File: config.mk
export PLATFORM = sky130hd
export DESIGN_NAME = bc3_block_decoder
export DESIGN_NICKNAME = d
export VERILOG_FILES = /design/src/bc3_pkg.sv /design/src/bc3_block_decoder.sv
export SDC_FILE = /design/constraint.sdc
export NUM_CORES = 1
export LEC_CHECK = 0
export BUFFER_PORTS_ARGS = -buffer_cell sky130_fd_sc_hd__clkbuf_2
export CORE_MARGIN = 1
export CORE_UTILIZATION = 60
export DETAILED_ROUTE_END_ITERATION = 16
export PLACE_DENSITY = 0.78
export SLEW_MARGIN = 20
export SYNTH_ARGS = -nofsm -noshare
export SYNTH_HDL_FRONTEND = slang
export SYNTH_SLANG_ARGS = --single-unit
File: constraint.sdc
create_clock -name clk -period 30.4 [get_ports clk]
set_input_delay 6.08 -clock clk [delete_from_list [all_inputs] [get_ports clk]]
set_output_delay 6.08 -clock clk [all_outputs]
set_load 0.01 [all_outputs]
File: src/bc3_pkg.sv
// Package for the BC3 block decoder: field widths, stream packing and palette arithmetic.
package bc3_pkg;

  localparam int unsigned HalfW     = 64;
  localparam int unsigned DimW      = 3;
  localparam int unsigned ChanW     = 8;
  localparam int unsigned PixW      = 2;
  localparam int unsigned PixCnt    = 16;
  localparam int unsigned PosW      = 4;
  localparam int unsigned AIdxW     = 3;
  localparam int unsigned CIdxW     = 2;
  localparam int unsigned InFieldsW = 2 * HalfW + 2 * DimW;
  localparam int unsigned InDataW   = ((InFieldsW + 7) / 8) * 8;
  localparam int unsigned OutFieldsW = 2 * PixW + 4 * ChanW;
  localparam int unsigned OutDataW  = ((OutFieldsW + 7) / 8) * 8;

  localparam logic [15:0] Blue565Mask  = 16'h001F;
  localparam logic [15:0] Green565Mask = 16'h07E0;
  localparam logic [15:0] Red565Mask   = 16'hF800;
  localparam logic [5:0]  Green6Max    = 6'h3F;

  localparam logic [DimW-1:0] MaxDim = 3'd4;

  localparam logic [AIdxW-1:0] AlphaZeroIdx = 3'd6;
  localparam logic [AIdxW-1:0] AlphaFullIdx = 3'd7;
  localparam logic [ChanW-1:0] AlphaFull    = 8'hFF;

  localparam logic [CIdxW-1:0] CEnd0  = 2'd0;
  localparam logic [CIdxW-1:0] CEnd1  = 2'd1;
  localparam logic [CIdxW-1:0] CThird = 2'd2;
  localparam logic [CIdxW-1:0] CTwoThird = 2'd3;

  // floor(v*255/31) through a reciprocal of 2^18/31, rounded up
  function automatic logic [ChanW-1:0] expand5(input logic [4:0] v);
    logic [26:0] prod;
    prod = (27'(v) * 27'd255) * 27'd8457;
    return prod[25:18];
  endfunction

  // floor(v*255/63) through a reciprocal of 2^20/63, rounded up
  function automatic logic [ChanW-1:0] expand6(input logic [5:0] v);
    logic [28:0] prod;
    prod = (29'(v) * 29'd255) * 29'd16645;
    return prod[27:20];
  endfunction

  function automatic logic [ChanW-1:0] div7(input logic [10:0] x);
    logic [23:0] prod;
    prod = 24'(x) * 24'd4682;
    return prod[22:15];
  endfunction

  function automatic logic [ChanW-1:0] div5(input logic [10:0] x);
    logic [23:0] prod;
    prod = 24'(x) * 24'd6554;
    return prod[22:15];
  endfunction

  function automatic logic [ChanW-1:0] div3(input logic [9:0] x);
    logic [23:0] prod;
    prod = 24'(x) * 24'd10923;
    return prod[22:15];
  endfunction

  function automatic logic [ChanW-1:0] alpha_entry(input logic [ChanW-1:0] a0,
                                                   input logic [ChanW-1:0] a1,
                                                   input logic [AIdxW-1:0] ai);
    logic [ChanW-1:0] res;
    logic [AIdxW-1:0] wa;
    logic [AIdxW-1:0] wb;
    logic [10:0]      sum;
    wb  = ai - 3'd1;
    wa  = (a0 > a1) ? (3'd0 - ai) : (3'd6 - ai);
    sum = 11'(wa) * 11'(a0) + 11'(wb) * 11'(a1);
    if (ai == 3'd0) begin
      res = a0;
    end else if (ai == 3'd1) begin
      res = a1;
    end else if (a0 > a1) begin
      res = div7(sum);
    end else if (ai == AlphaZeroIdx) begin
      res = '0;
    end else if (ai == AlphaFullIdx) begin
      res = AlphaFull;
    end else begin
      res = div5(sum);
    end
    return res;
  endfunction

  function automatic logic [ChanW-1:0] color_entry(input logic [ChanW-1:0] c0,
                                                   input logic [ChanW-1:0] c1,
                                                   input logic [CIdxW-1:0] ci);
    logic [ChanW-1:0] res;
    unique case (ci)
      CEnd0:     res = c0;
      CEnd1:     res = c1;
      CThird:    res = div3({c0, 1'b0} + 10'(c1));
      CTwoThird: res = div3(10'(c0) + {c1, 1'b0});
      default:   res = c0;
    endcase
    return res;
  endfunction

endpackage

File: src/bc3_block_decoder.sv
// BC3 block decoder: one 16-byte block in, its visible RGBA8 pixels out in row-major order.
// The first pixel of an accepted block goes from the block register to the output register.
// Throughput: one pixel per cycle unless the output stalls; a block of w x h visible pixels
// holds the input register until its last pixel leaves, when the next block is taken.
// A block with zero width or height is accepted and yields no pixel.
// Reset (synchronous, active high) empties the block and output registers.
module bc3_block_decoder
  import bc3_pkg::*;
(
  input  logic                clk,
  input  logic                rst,
  input  logic                s_axis_tvalid,
  output logic                s_axis_tready,
  // alpha_half[63:0], color_half[127:64], visible_width[130:128], visible_height[133:131]
  input  logic [InDataW-1:0]  s_axis_tdata,
  output logic                m_axis_tvalid,
  input  logic                m_axis_tready,
  // pixel_row[1:0], pixel_col[3:2], red[11:4], green[19:12], blue[27:20], alpha[35:28]
  output logic [OutDataW-1:0] m_axis_tdata,
  output logic                m_axis_tlast
);

  logic [HalfW-1:0] in_alpha_half;
  logic [HalfW-1:0] in_color_half;
  logic [DimW-1:0]  in_w;
  logic [DimW-1:0]  in_h;
  logic [DimW-1:0]  w_sat;
  logic [DimW-1:0]  h_sat;
  logic [15:0]      in_col0;
  logic [15:0]      in_col1;
  logic             in_accept;

  logic                          blk_valid;
  logic [ChanW-1:0]              blk_a0;
  logic [ChanW-1:0]              blk_a1;
  logic [PixCnt-1:0][AIdxW-1:0]  blk_aidx;
  logic [PixCnt-1:0][CIdxW-1:0]  blk_cidx;
  logic [ChanW-1:0]              blk_r0;
  logic [ChanW-1:0]              blk_r1;
  logic [ChanW-1:0]              blk_g0;
  logic [ChanW-1:0]              blk_g1;
  logic [ChanW-1:0]              blk_b0;
  logic [ChanW-1:0]              blk_b1;
  logic [DimW-1:0]               blk_w;
  logic [DimW-1:0]               blk_h;
  logic [PixW-1:0]               row;
  logic [PixW-1:0]               col;

  logic             out_free;
  logic             emit;
  logic             pix_last;
  logic             col_end;
  logic [PosW-1:0]  pos;
  logic [AIdxW-1:0] ai;
  logic [CIdxW-1:0] ci;
  logic [ChanW-1:0] red;
  logic [ChanW-1:0] green;
  logic [ChanW-1:0] blue;
  logic [ChanW-1:0] alpha;

  assign in_alpha_half = s_axis_tdata[HalfW-1:0];
  assign in_color_half = s_axis_tdata[2*HalfW-1:HalfW];
  assign in_w          = s_axis_tdata[2*HalfW+DimW-1:2*HalfW];
  assign in_h          = s_axis_tdata[2*HalfW+2*DimW-1:2*HalfW+DimW];
  assign w_sat         = (in_w > MaxDim) ? MaxDim : in_w;
  assign h_sat         = (in_h > MaxDim) ? MaxDim : in_h;
  assign in_col0       = in_color_half[15:0];
  assign in_col1       = in_color_half[31:16];

  assign out_free  = !m_axis_tvalid || m_axis_tready;
  assign emit      = blk_valid && out_free;
  assign col_end   = ({1'b0, col} == blk_w - 3'd1);
  assign pix_last  = col_end && ({1'b0, row} == blk_h - 3'd1);
  assign s_axis_tready = !blk_valid || (emit && pix_last);
  assign in_accept = s_axis_tvalid && s_axis_tready;

  assign pos   = {row, col};
  assign ai    = blk_aidx[pos];
  assign ci    = blk_cidx[pos];
  assign red   = color_entry(blk_r0, blk_r1, ci);
  assign green = color_entry(blk_g0, blk_g1, ci);
  assign blue  = color_entry(blk_b0, blk_b1, ci);
  assign alpha = alpha_entry(blk_a0, blk_a1, ai);

  always_ff @(posedge clk) begin
    if (rst) begin
      blk_valid <= 1'b0;
      row       <= '0;
      col       <= '0;
    end else if (in_accept) begin
      blk_valid <= (w_sat != '0) && (h_sat != '0);
      row       <= '0;
      col       <= '0;
    end else if (emit) begin
      if (pix_last) begin
        blk_valid <= 1'b0;
      end
      col <= col_end ? '0 : col + 2'd1;
      row <= col_end ? row + 2'd1 : row;
    end
  end

  always_ff @(posedge clk) begin
    if (in_accept) begin
      blk_a0   <= in_alpha_half[7:0];
      blk_a1   <= in_alpha_half[15:8];
      blk_aidx <= in_alpha_half[HalfW-1:16];
      blk_cidx <= in_color_half[HalfW-1:32];
      blk_r0   <= expand5(5'((in_col0 & Red565Mask) >> 11));
      blk_r1   <= expand5(5'((in_col1 & Red565Mask) >> 11));
      blk_g0   <= expand6(Green6Max & 6'((in_col0 & Green565Mask) >> 5));
      blk_g1   <= expand6(Green6Max & 6'((in_col1 & Green565Mask) >> 5));
      blk_b0   <= expand5(5'(in_col0 & Blue565Mask));
      blk_b1   <= expand5(5'(in_col1 & Blue565Mask));
      blk_w    <= w_sat;
      blk_h    <= h_sat;
    end
  end

  always_ff @(posedge clk) begin
    if (rst) begin
      m_axis_tvalid <= 1'b0;
    end else if (out_free) begin
      m_axis_tvalid <= emit;
    end
  end

  always_ff @(posedge clk) begin
    if (emit) begin
      m_axis_tdata <= {{(OutDataW-OutFieldsW){1'b0}}, alpha, blue, green, red, col, row};
      m_axis_tlast <= pix_last;
    end
  end

  a_accept_only_when_free: assert property (@(posedge clk) disable iff (rst)
    in_accept |-> (!blk_valid || (emit && pix_last)))
    else $error("block taken while pixels of the previous block remain");

  a_start_at_origin: assert property (@(posedge clk) disable iff (rst)
    (in_accept && w_sat != '0 && h_sat != '0) |=> (blk_valid && row == '0 && col == '0))
    else $error("new block does not start at the first pixel");

  a_pos_in_range: assert property (@(posedge clk) disable iff (rst)
    blk_valid |-> (({1'b0, row} < blk_h) && ({1'b0, col} < blk_w)))
    else $error("pixel position outside the visible area");

  a_last_empties: assert property (@(posedge clk) disable iff (rst)
    (emit && pix_last && !s_axis_tvalid) |=> !blk_valid)
    else $error("block register still full after its last pixel");

  a_last_flagged: assert property (@(posedge clk) disable iff (rst)
    (emit && pix_last) |=> (m_axis_tvalid && m_axis_tlast))
    else $error("last pixel of a block not flagged");

endmodule
==> run_results.csv, run 1 <==
group,metric,value,unit
run_status,status,"finished, final reports clean",
sta,setup_viol,0,
place,port_buffers,176,
sta,drv_slew,0,
critical_path,cp-start-kind,"primary input",
sta,fin_setup_tns,0,ns
sta,slew_headroom,0.316,
clocking,cts_hold_buffers,0,
place,dpl_cell_area,0.0402,mm2
critical_path,rr_worst_depth,40,
critical_path,cp_slowest_cell,"fa_1",
clocking,clock_latency,0.52,ns
routing,drt_first_iter_violations,1045,
sta,fin_worst_skew,0.0346,ns
sta,tightest_slew,1.03,ns
final_layout,stdcell_area,0.0408,mm2
critical_path,worstSetupPathType,"primary input to register",
routing,first_pass_iters,5,
critical_path,cp_common_cell,"ha_1",
floorplanning,die_h,255,um
critical_path,crit_path_end_kind,"register",
grt,antenna_found_initial,1,
floorplanning,fp.coreArea,0.0631,mm2
critical_path,cpPeakStageDelay,0.69,ns
final_layout,area_growth,6.63,%
place,pre_cts_slack,15.32,ns
worst_hold_path,min_path_type,"register to register",
synth,syn_avg_cell_area,10.3,um2
routing,wirelength,73400,um
synth,ys_types,82,
routing,postRouteAntennaNets,0,
sta,period_share,0.480,
clocking,tritoncts,"built",
grt,grt_pass1_vias,26700,
critical_path,cp.required,30.64,ns
sta,hold_viol_final,0,
synth,synth-seq-area-share,0.150,
floorplanning,start_util,0.607,
clocking,clk_pin_slew,0.10,ns
floorplanning,die_w,255,um
routing,drc_errors,0,
sta,rsz0062_at_grt,"false",
grt,grt_overflow_total,0,
routing,vias,25700,
place,gp_congestion,0.877,
grt,grt_max_degree,84,
synth,synth_seq_cells,193,
sta,min_period,14.58,ns
flow_run,maxCapViolCount,0,
clocking,htreeDepth,4,
clocking,clockBufferDepth,2,
place,hpwl,63600,um
routing,vias_per_cell,5.43,
synth,yosys_warnings,0,
final_layout,n_fill_cell,4941,
clocking,cts_buffers,17,
critical_path,path_max_fanout,5,
floorplanning,rows,92,
final_layout,final_layout_size_suffix_gt1_frac,0.0717,
synth,synth_area,0.0383,mm2
synth,synth_edf_count,187,
final_layout,diodes,0,
clocking,cts.sinks,193,
clocking,ctsResizeCount,0,
synth,async_flop_share,0,
worst_hold_path,min_path_cells,2,
synth,synthCells,3704,
synth,synth_flop_cell,"edfxtp_1",
final_layout,nNetsFinal,5467,
floorplanning,dieArea,0.0648,mm2
floorplanning,io_pins,183,
grt,grt_pass1_wl,125000,um
grt,grt.total_usage,0.240,
routing,wl_per_cell,15.5,um
critical_path,cp_data_arrival_time,14.83,ns
clocking,cts_root_buf,"clkbuf_16",
clocking,postCtsSetupBuffers,0,
sta,clock.fmax,0.0686,GHz
sta,timing.final.ws_setup,15.82,ns
-- cells in the mapped netlist, drive strengths merged, types with 7 or more instances --
master     n  area share
ha      1062        0.35
inv      787       0.077
fa       385        0.20
edfxtp   187        0.15
a21oi    165       0.022
xnor2    146       0.033
nor2     126       0.012
nand2    112       0.011
o21ai     86       0.011
xor2      65       0.015
a21o      44      0.0086
nor2b     41      0.0067
nor3      41      0.0054
and2      39      0.0064
o21bai    36      0.0071
mux4      34       0.020
nand3     27      0.0035
o21a      26      0.0051
a31oi     22      0.0038
a21boi    21      0.0042
and3      20      0.0033
mux2i     19      0.0053
clkbuf    18      0.0018
nand2b    15      0.0025
a211oi    14      0.0027
o211ai    14      0.0027
buf       13      0.0020
or3       12      0.0020
nand4      9      0.0015
o31ai      9      0.0019
or4        9      0.0018
a41o       7      0.0018
-- routing by layer --
layer,share of wire,track usage
met5,0,0
met4,0.014,0.0498
met3,0.031,0.0313
met2,0.49,0.420
met1,0.47,0.318
-- layout by cell type, fill, tap and decap left out, types with 12 or more instances in the layout --
cell	count
mux2i_1	18
nor3_1	41
ha_1	1062
fa_1	385
o21a_1	26
nand2b_1	15
edfxtp_1	187
nor2b_1	41
a211oi_1	14
nand2_1	112
o21bai_1	36
o211ai_1	14
a31oi_1	21
or3_1	12
clkbuf_16	17
inv_1	785
and3_1	20
xor2_1	65
mux4_2	34
nor2_1	126
clkbuf_2	176
xnor2_1	146
o21ai_0	84
a21boi_0	14
a21o_1	44
and2_1	38
nand3_1	27
a21oi_1	163
-- sequential cells by signal, summed over array words and instances, names as in the netlist --
name and flops:
blk_a0 8, blk_a1 8, blk_aidx 48, blk_b0 8, blk_b1 8, blk_cidx 32
blk_g0 8, blk_g1 8, blk_h 3, blk_r0 8, blk_r1 8, blk_valid 1
blk_w 3, col 2, m_axis_tdata 36, m_axis_tlast 1, m_axis_tvalid 1, row 2
-- worst paths after layout --
| kind | slack [ns] | to | from |
|---|---|---|---|
| worst min register to register | 0.46 | m_axis_tvalid$_SDFFE_PP0N_ | blk_valid$_SDFFE_PP0P_ |
| worst min-delay path | 0.46 | m_axis_tvalid$_SDFFE_PP0N_ | blk_valid$_SDFFE_PP0P_ |
| worst max register to register | 17.99 | m_axis_tdata[35]$_DFFE_PP_ | col[0]$_SDFFE_PP0P_ |
| worst max-delay path | 15.82 | blk_g1[7]$_DFFE_PP_ | s_axis_tdata[88] |
-- final cells by class --
class,instances,area (um2),area share
clock inverters,15,243,0.00595
repair buffers,184,941,0.0230
multi-input cells,2696,29500,0.722
inverters,788,2960,0.0725
well taps,846,1060,0.0259
clock buffers,17,425,0.0104
flip-flops and latches,193,5740,0.140
-- through the flow --
stage          cells  utilization  hold WS [ns]
2_1_floorplan   3708            -         0.403
3_3_place_gp    4707        0.637         0.451
3_5_place_dp    4707        0.637         0.452
4_1_cts         4739        0.647         0.465
5_1_grt         4739        0.647         0.483
6_report        4739        0.647         0.465
-- cells by family after synthesis --
logic type,synth area share
flip-flops,0.150
multiplexers,0.0268
AO/OA/AOI/OAI,0.0843
XOR/XNOR,0.0483
adder cells (fa/ha/maj),0.548
AND/OR/NAND/NOR,0.0613
other,0.0000979
buffers and inverters,0.0810
-- critical path, delay by kind of cell --
kind,cells,cell delay [ns]
AO/OA/AOI/OAI,13,2.64
XOR/XNOR,1,0.08
adder cells (fa/ha/maj),11,4.22
buffers and inverters,5,0.48
AND/OR/NAND/NOR,4,1.32
Power of run 1 is not shown: default switching activity piles up to over one toggle a cycle in this logic, so the estimate is an artifact.
==> run 2, diff against run 1 <==
clock period = 14 ns   (was 30.4 ns; I/O delays follow)
==> run_results.csv, run 2 (synthesis gave the netlist of run 1 again) <==
group,metric,value,unit
run_status,status,"finished, final reports clean",
floorplanning,die_w,255,um
final_layout,final_common_cell,"ha_1",
critical_path,reg2reg_slack,1.93,ns
clocking,cts_buffers,17,
floorplanning,die_h,255,um
worst_hold_path,min_path_cells,2,
critical_path,r2r_start,"col[0]$_SDFFE_PP0P_",
sta,period_share,0.862,
clocking,clock_latency,0.51,ns
floorplanning,fp.coreArea,0.0631,mm2
sta,slew_headroom,0.321,
flow_run,maxCapViolCount,0,
routing,postRouteAntennaNets,0,
sta,fin_setup_tns,0,ns
final_layout,largest-register,"blk_aidx",
clocking,htreeDepth,4,
grt,grt_overflow_total,0,
sta,rsz0062_at_grt,"false",
critical_path,cp.required,14.22,ns
floorplanning,io_pins,183,
sta,clock.fmax,0.0829,GHz
routing,drt_first_iter_violations,914,
worst_hold_path,hold_end,"m_axis_tvalid$_SDFFE_PP0N_",
routing,vias_per_cell,5.45,
clocking,clk_pin_slew,0.10,ns
clocking,cts.sinks,193,
grt,grt_pass1_wl,126000,um
floorplanning,start_util,0.607,
sta,setup_viol,0,
routing,vias,25800,
routing,first_pass_iters,5,
sta,fin_worst_skew,0.0300,ns
sta,drv_slew,0,
clocking,cts_hold_buffers,0,
critical_path,cp_slowest_cell,"dfxtp_1",
final_layout,nNetsFinal,5468,
final_layout,area_growth,6.64,%
clocking,clockBufferDepth,2,
final_layout,largest_reg_flops,48,
critical_path,cp_common_cell,"fa_1",
critical_path,worstSetupPathType,"register to register",
clocking,ctsResizeCount,0,
final_layout,stdcell_area,0.0408,mm2
final_layout,diodes,0,
final_layout,final_layout_size_suffix_gt1_frac,0.0719,
clocking,tritoncts,"built",
floorplanning,rows,92,
final_layout,final_cell_mix,"ha_1 (1,062), inv_1 (785), fa_1 (385), edfxtp_1 (187), clkbuf_2 (176)",
place,gp_congestion,0.885,
place,port_buffers,176,
clocking,cts_root_buf,"clkbuf_16",
critical_path,crit_path_end_kind,"register",
routing,wirelength,74700,um
routing,drc_errors,0,
place,hpwl,65100,um
sta,hold_viol_final,0,
grt,antenna_found_initial,2,
grt,grt_pass1_vias,27000,
critical_path,path_max_fanout,19,
critical_path,cpPeakStageDelay,0.62,ns
critical_path,r2r_end,"m_axis_tdata[33]$_DFFE_PP_",
worst_hold_path,hold_start,"blk_valid$_SDFFE_PP0P_",
place,dpl_cell_area,0.0402,mm2
final_layout,reg_top3,"blk_aidx: 48 flops, m_axis_tdata: 36 flops, blk_cidx: 32 flops",
sta,tightest_slew,1.02,ns
sta,min_period,12.07,ns
worst_hold_path,min_path_type,"register to register",
final_layout,n_fill_cell,5002,
critical_path,rr_worst_depth,41,
critical_path,cp-start-kind,"register",
routing,wl_per_cell,15.8,um
clocking,postCtsSetupBuffers,0,
critical_path,cp_data_arrival_time,12.29,ns
floorplanning,dieArea,0.0648,mm2
grt,grt.total_usage,0.242,
grt,grt_max_degree,84,
-- run 2: layer usage --
| layer | vias to the layer above | wire length, um | track usage | share of wire |
|---|---|---|---|---|
| li1 | 12900 | - | - | - |
| met4 | 2 | 1010 | 0.0462 | 0.013 |
| met1 | 12500 | 34400 | 0.316 | 0.46 |
| met2 | 369 | 36800 | 0.429 | 0.49 |
| met3 | 68 | 2420 | 0.0337 | 0.032 |
| met5 | - | 13 | 0 | 0.00017 |
-- run 2: final cells by class --
class,count,area [um2],share of cell area
Inverter,788,2960,0.0724
Clock inverter,15,236,0.00579
Sequential cell,193,5740,0.140
Timing Repair Buffer,185,948,0.0232
Tap cell,846,1060,0.0259
Clock buffer,17,425,0.0104
Multi-Input combinational cell,2696,29500,0.722
-- run 2: worst max-delay path by stage --
| stage | startpoint | end | slack, ns | depth (start not counted) |
|---|---|---|---|---|
| after floorplan | s_axis_tdata[88] | blk_g1[7]$_DFFE_PP_ | 3.07 | 33 |
| after global placement | col[0]$_SDFFE_PP0P_ | m_axis_tdata[33]$_DFFE_PP_ | 2.08 | 41 |
| after detailed placement | col[0]$_SDFFE_PP0P_ | m_axis_tdata[33]$_DFFE_PP_ | 1.99 | 41 |
| after CTS | col[0]$_SDFFE_PP0P_ | m_axis_tdata[33]$_DFFE_PP_ | 1.89 | 41 |
| after global routing | col[0]$_SDFFE_PP0P_ | m_axis_tdata[35]$_DFFE_PP_ | 1.23 | 41 |
| final | col[0]$_SDFFE_PP0P_ | m_axis_tdata[33]$_DFFE_PP_ | 1.93 | 41 |
-- run 2: per-stage QoR --
stage | hold WS [ns] | cells | util | worst slack (ns)
2_1_floorplan | 0.403 | 3708 | - | 3.07
3_3_place_gp | 0.448 | 4708 | 0.637 | 2.08
3_5_place_dp | 0.457 | 4708 | 0.637 | 1.99
4_1_cts | 0.470 | 4740 | 0.647 | 1.89
5_1_grt | 0.493 | 4740 | 0.647 | 1.23
6_report | 0.466 | 4740 | 0.647 | 1.93
-- run 2: critical path, delay by kind of cell, from the launching register on --
family          cells  cell delay [ns]
compound gates     16             3.69
xor+xnor            3             0.73
fa+ha+maj          11             4.66
buf+inv             6             0.92
flops               1             0.62
mux                 2             0.70
simple gates        3             0.43
Power of run 2 is left out for the same reason.
==> run 3, diff against run 2 <==
ABC_AREA = 1   (was not set)
==> run_results.csv, run 3 <==
group,metric,value,unit
synth,synthCells,4449,
clocking,clk_pin_slew,0.09,ns
final_layout,final_layout_size_suffix_gt1_frac,0.0546,
sta,fin_setup_tns,0,ns
clocking,postCtsSetupBuffers,0,
routing,vias,29900,
place,hpwl,73600,um
grt,antenna_found_initial,2,
clocking,htreeDepth,4,
synth,synth_top_area_share,0.332,
flow_run,maxCapViolCount,0,
clocking,clock_latency,0.51,ns
run_status,status,"finished, final reports clean",
routing,postRouteAntennaNets,0,
routing,drc_errors,0,
final_layout,stdcell_count,5495,
clocking,clockBufferDepth,2,
synth,yosys.area.top_type,"ha_1",
critical_path,crit_family,"adder cells",
place,gp_congestion,0.909,
sta,drv_slew,0,
floorplanning,die_h,260,um
sta,setup_viol,0,
final_layout,area_growth,6.06,%
grt,grt_pass1_vias,30600,
clocking,cts_hold_buffers,0,
synth,synth_seq_cells,193,
sta,timing.final.ws_setup,1.92,ns
synth,synthTopCellsByArea,"ha_1 (33%), fa_1 (19%), edfxtp_1 (14%), inv_1 (9.2%), nand2_1 (5.0%)",
sta,period_share,0.863,
critical_path,worstSetupPathType,"register to register",
critical_path,cpPeakStageDelay,0.68,ns
final_layout,largest-register,"blk_aidx",
sta,slew_headroom,0.217,
sta,rsz0062_at_grt,"false",
floorplanning,start_util,0.607,
floorplanning,die_w,260,um
synth,syn_avg_cell_area,8.99,um2
final_layout,diodes,0,
critical_path,path_max_fanout,23,
synth,ys_top_cells_by_count,"ha_1 (1,062), inv_1 (984), nand2_1 (535)",
place,port_buffers,176,
synth,ys_types,58,
grt,grt_max_degree,85,
synth,yosys_warnings,0,
synth,async_flop_share,0,
sta,tightest_slew,1.17,ns
critical_path,cp.required,14.39,ns
final_layout,nNetsFinal,6205,
synth,synth_flop_cell,"edfxtp_1",
final_layout,largest_reg_flops,48,
grt,grt.total_usage,0.260,
floorplanning,io_pins,183,
grt,grt_overflow_total,0,
routing,drt_first_iter_violations,1458,
floorplanning,dieArea,0.0677,mm2
routing,wirelength,84500,um
clocking,ctsResizeCount,0,
synth,synth-seq-area-share,0.143,
critical_path,cp_slowest_cell,"inv_1",
place,pre_cts_slack,2.06,ns
sta,min_period,12.08,ns
final_layout,final_cell_mix,"ha_1 (1,062), inv_1 (982), nand2_1 (535), fa_1 (385), a21oi_1 (314)",
routing,wl_per_cell,15.4,um
clocking,cts_root_buf,"clkbuf_16",
floorplanning,fp.coreArea,0.0659,mm2
critical_path,cp-start-kind,"register",
critical_path,worstPathBufferInverterCount,8,
clocking,tritoncts,"built",
place,placed_cells,5463,
routing,first_pass_iters,7,
synth,synth_most_common_cell,"ha_1",
sta,hold_viol_final,0,
grt,grt_pass1_wl,143000,um
sta,fin_worst_skew,0.0182,ns
routing,vias_per_cell,5.45,
clocking,cts_buffers,17,
final_layout,reg_top3,"blk_aidx: 48 flops, m_axis_tdata: 36 flops, blk_cidx: 32 flops",
synth,synth_edf_count,187,
synth,synth_area,0.0400,mm2
clocking,cts.sinks,193,
floorplanning,rows,94,
final_layout,final_common_cell,"ha_1",
sta,clock.fmax,0.0828,GHz
critical_path,cp_data_arrival_time,12.47,ns
critical_path,crit_path_end_kind,"register",
worst_hold_path,min_path_type,"register to register",
run 3: path summary, 6_finish.rpt:
check / to / start / cells past startpoint / slack [ns]
hold / removal: m_axis_tvalid$_SDFFE_PP0N_ / m_axis_tvalid$_SDFFE_PP0N_ / 2 / 0.50
hold reg to reg: m_axis_tvalid$_SDFFE_PP0N_ / m_axis_tvalid$_SDFFE_PP0N_ / 2 / 0.50
setup / recovery: m_axis_tdata[35]$_DFFE_PP_ / col[1]$_SDFFE_PP0P_ / 45 / 1.92
setup reg to reg: m_axis_tdata[35]$_DFFE_PP_ / col[1]$_SDFFE_PP0P_ / 45 / 1.92
run 3: metal layers:
metal / wire length [um] / global-route usage / vias to the layer above
met2: 40600 / 0.453 / 627
li1: - / - / 15000
met3: 3670 / 0.0277 / 100
met4: 1950 / 0.0708 / 0
met1: 38300 / 0.342 / 14200
met5: 0 / 0 / -
run 3: cell families after synthesis:
kind of cell             Yosys count  share of synthesized area
XOR/XNOR                         188                     0.0412
other                              1                  0.0000938
flip-flops                       193                      0.143
AO/OA/AOI/OAI                    637                     0.0900
AND/OR/NAND/NOR                  963                      0.102
adder cells (fa/ha/maj)         1447                      0.525
buffers and inverters           1020                     0.0979
run 3: metrics by stage:
step            util  instance area [um2]  hold slack, ns
3_5_place_dp   0.634                41800           0.487
6_report       0.644                42400           0.503
5_1_grt        0.644                42400           0.553
3_3_place_gp   0.634                41800           0.479
4_1_cts        0.644                42400           0.501
2_1_floorplan      -                40000           0.403
run 3: worst register-to-register path: cells and delay by family (launching register included):
family / cells / cell delay (ns)
AOI/OAI and AO/OA: 11 / 2.08
xor gates and xnor gates: 1 / 0.67
adders and majority gates: 12 / 5.40
buffers and inverters: 8 / 1.51
DFF: 1 / 0.59
and+or+nand+nor: 13 / 1.73
run 3: layout make-up:
cell class / count / area (um2)
Inverter: 987 / 3710
Fill cell: 5347 / 23500
Clock buffer: 17 / 425
Clock inverter: 15 / 198
Multi-Input combinational cell: 3240 / 30300
Tap cell: 864 / 1080
Timing Repair Buffer: 179 / 903
Sequential cell: 193 / 5740
Power of run 3 is left out for the same reason.
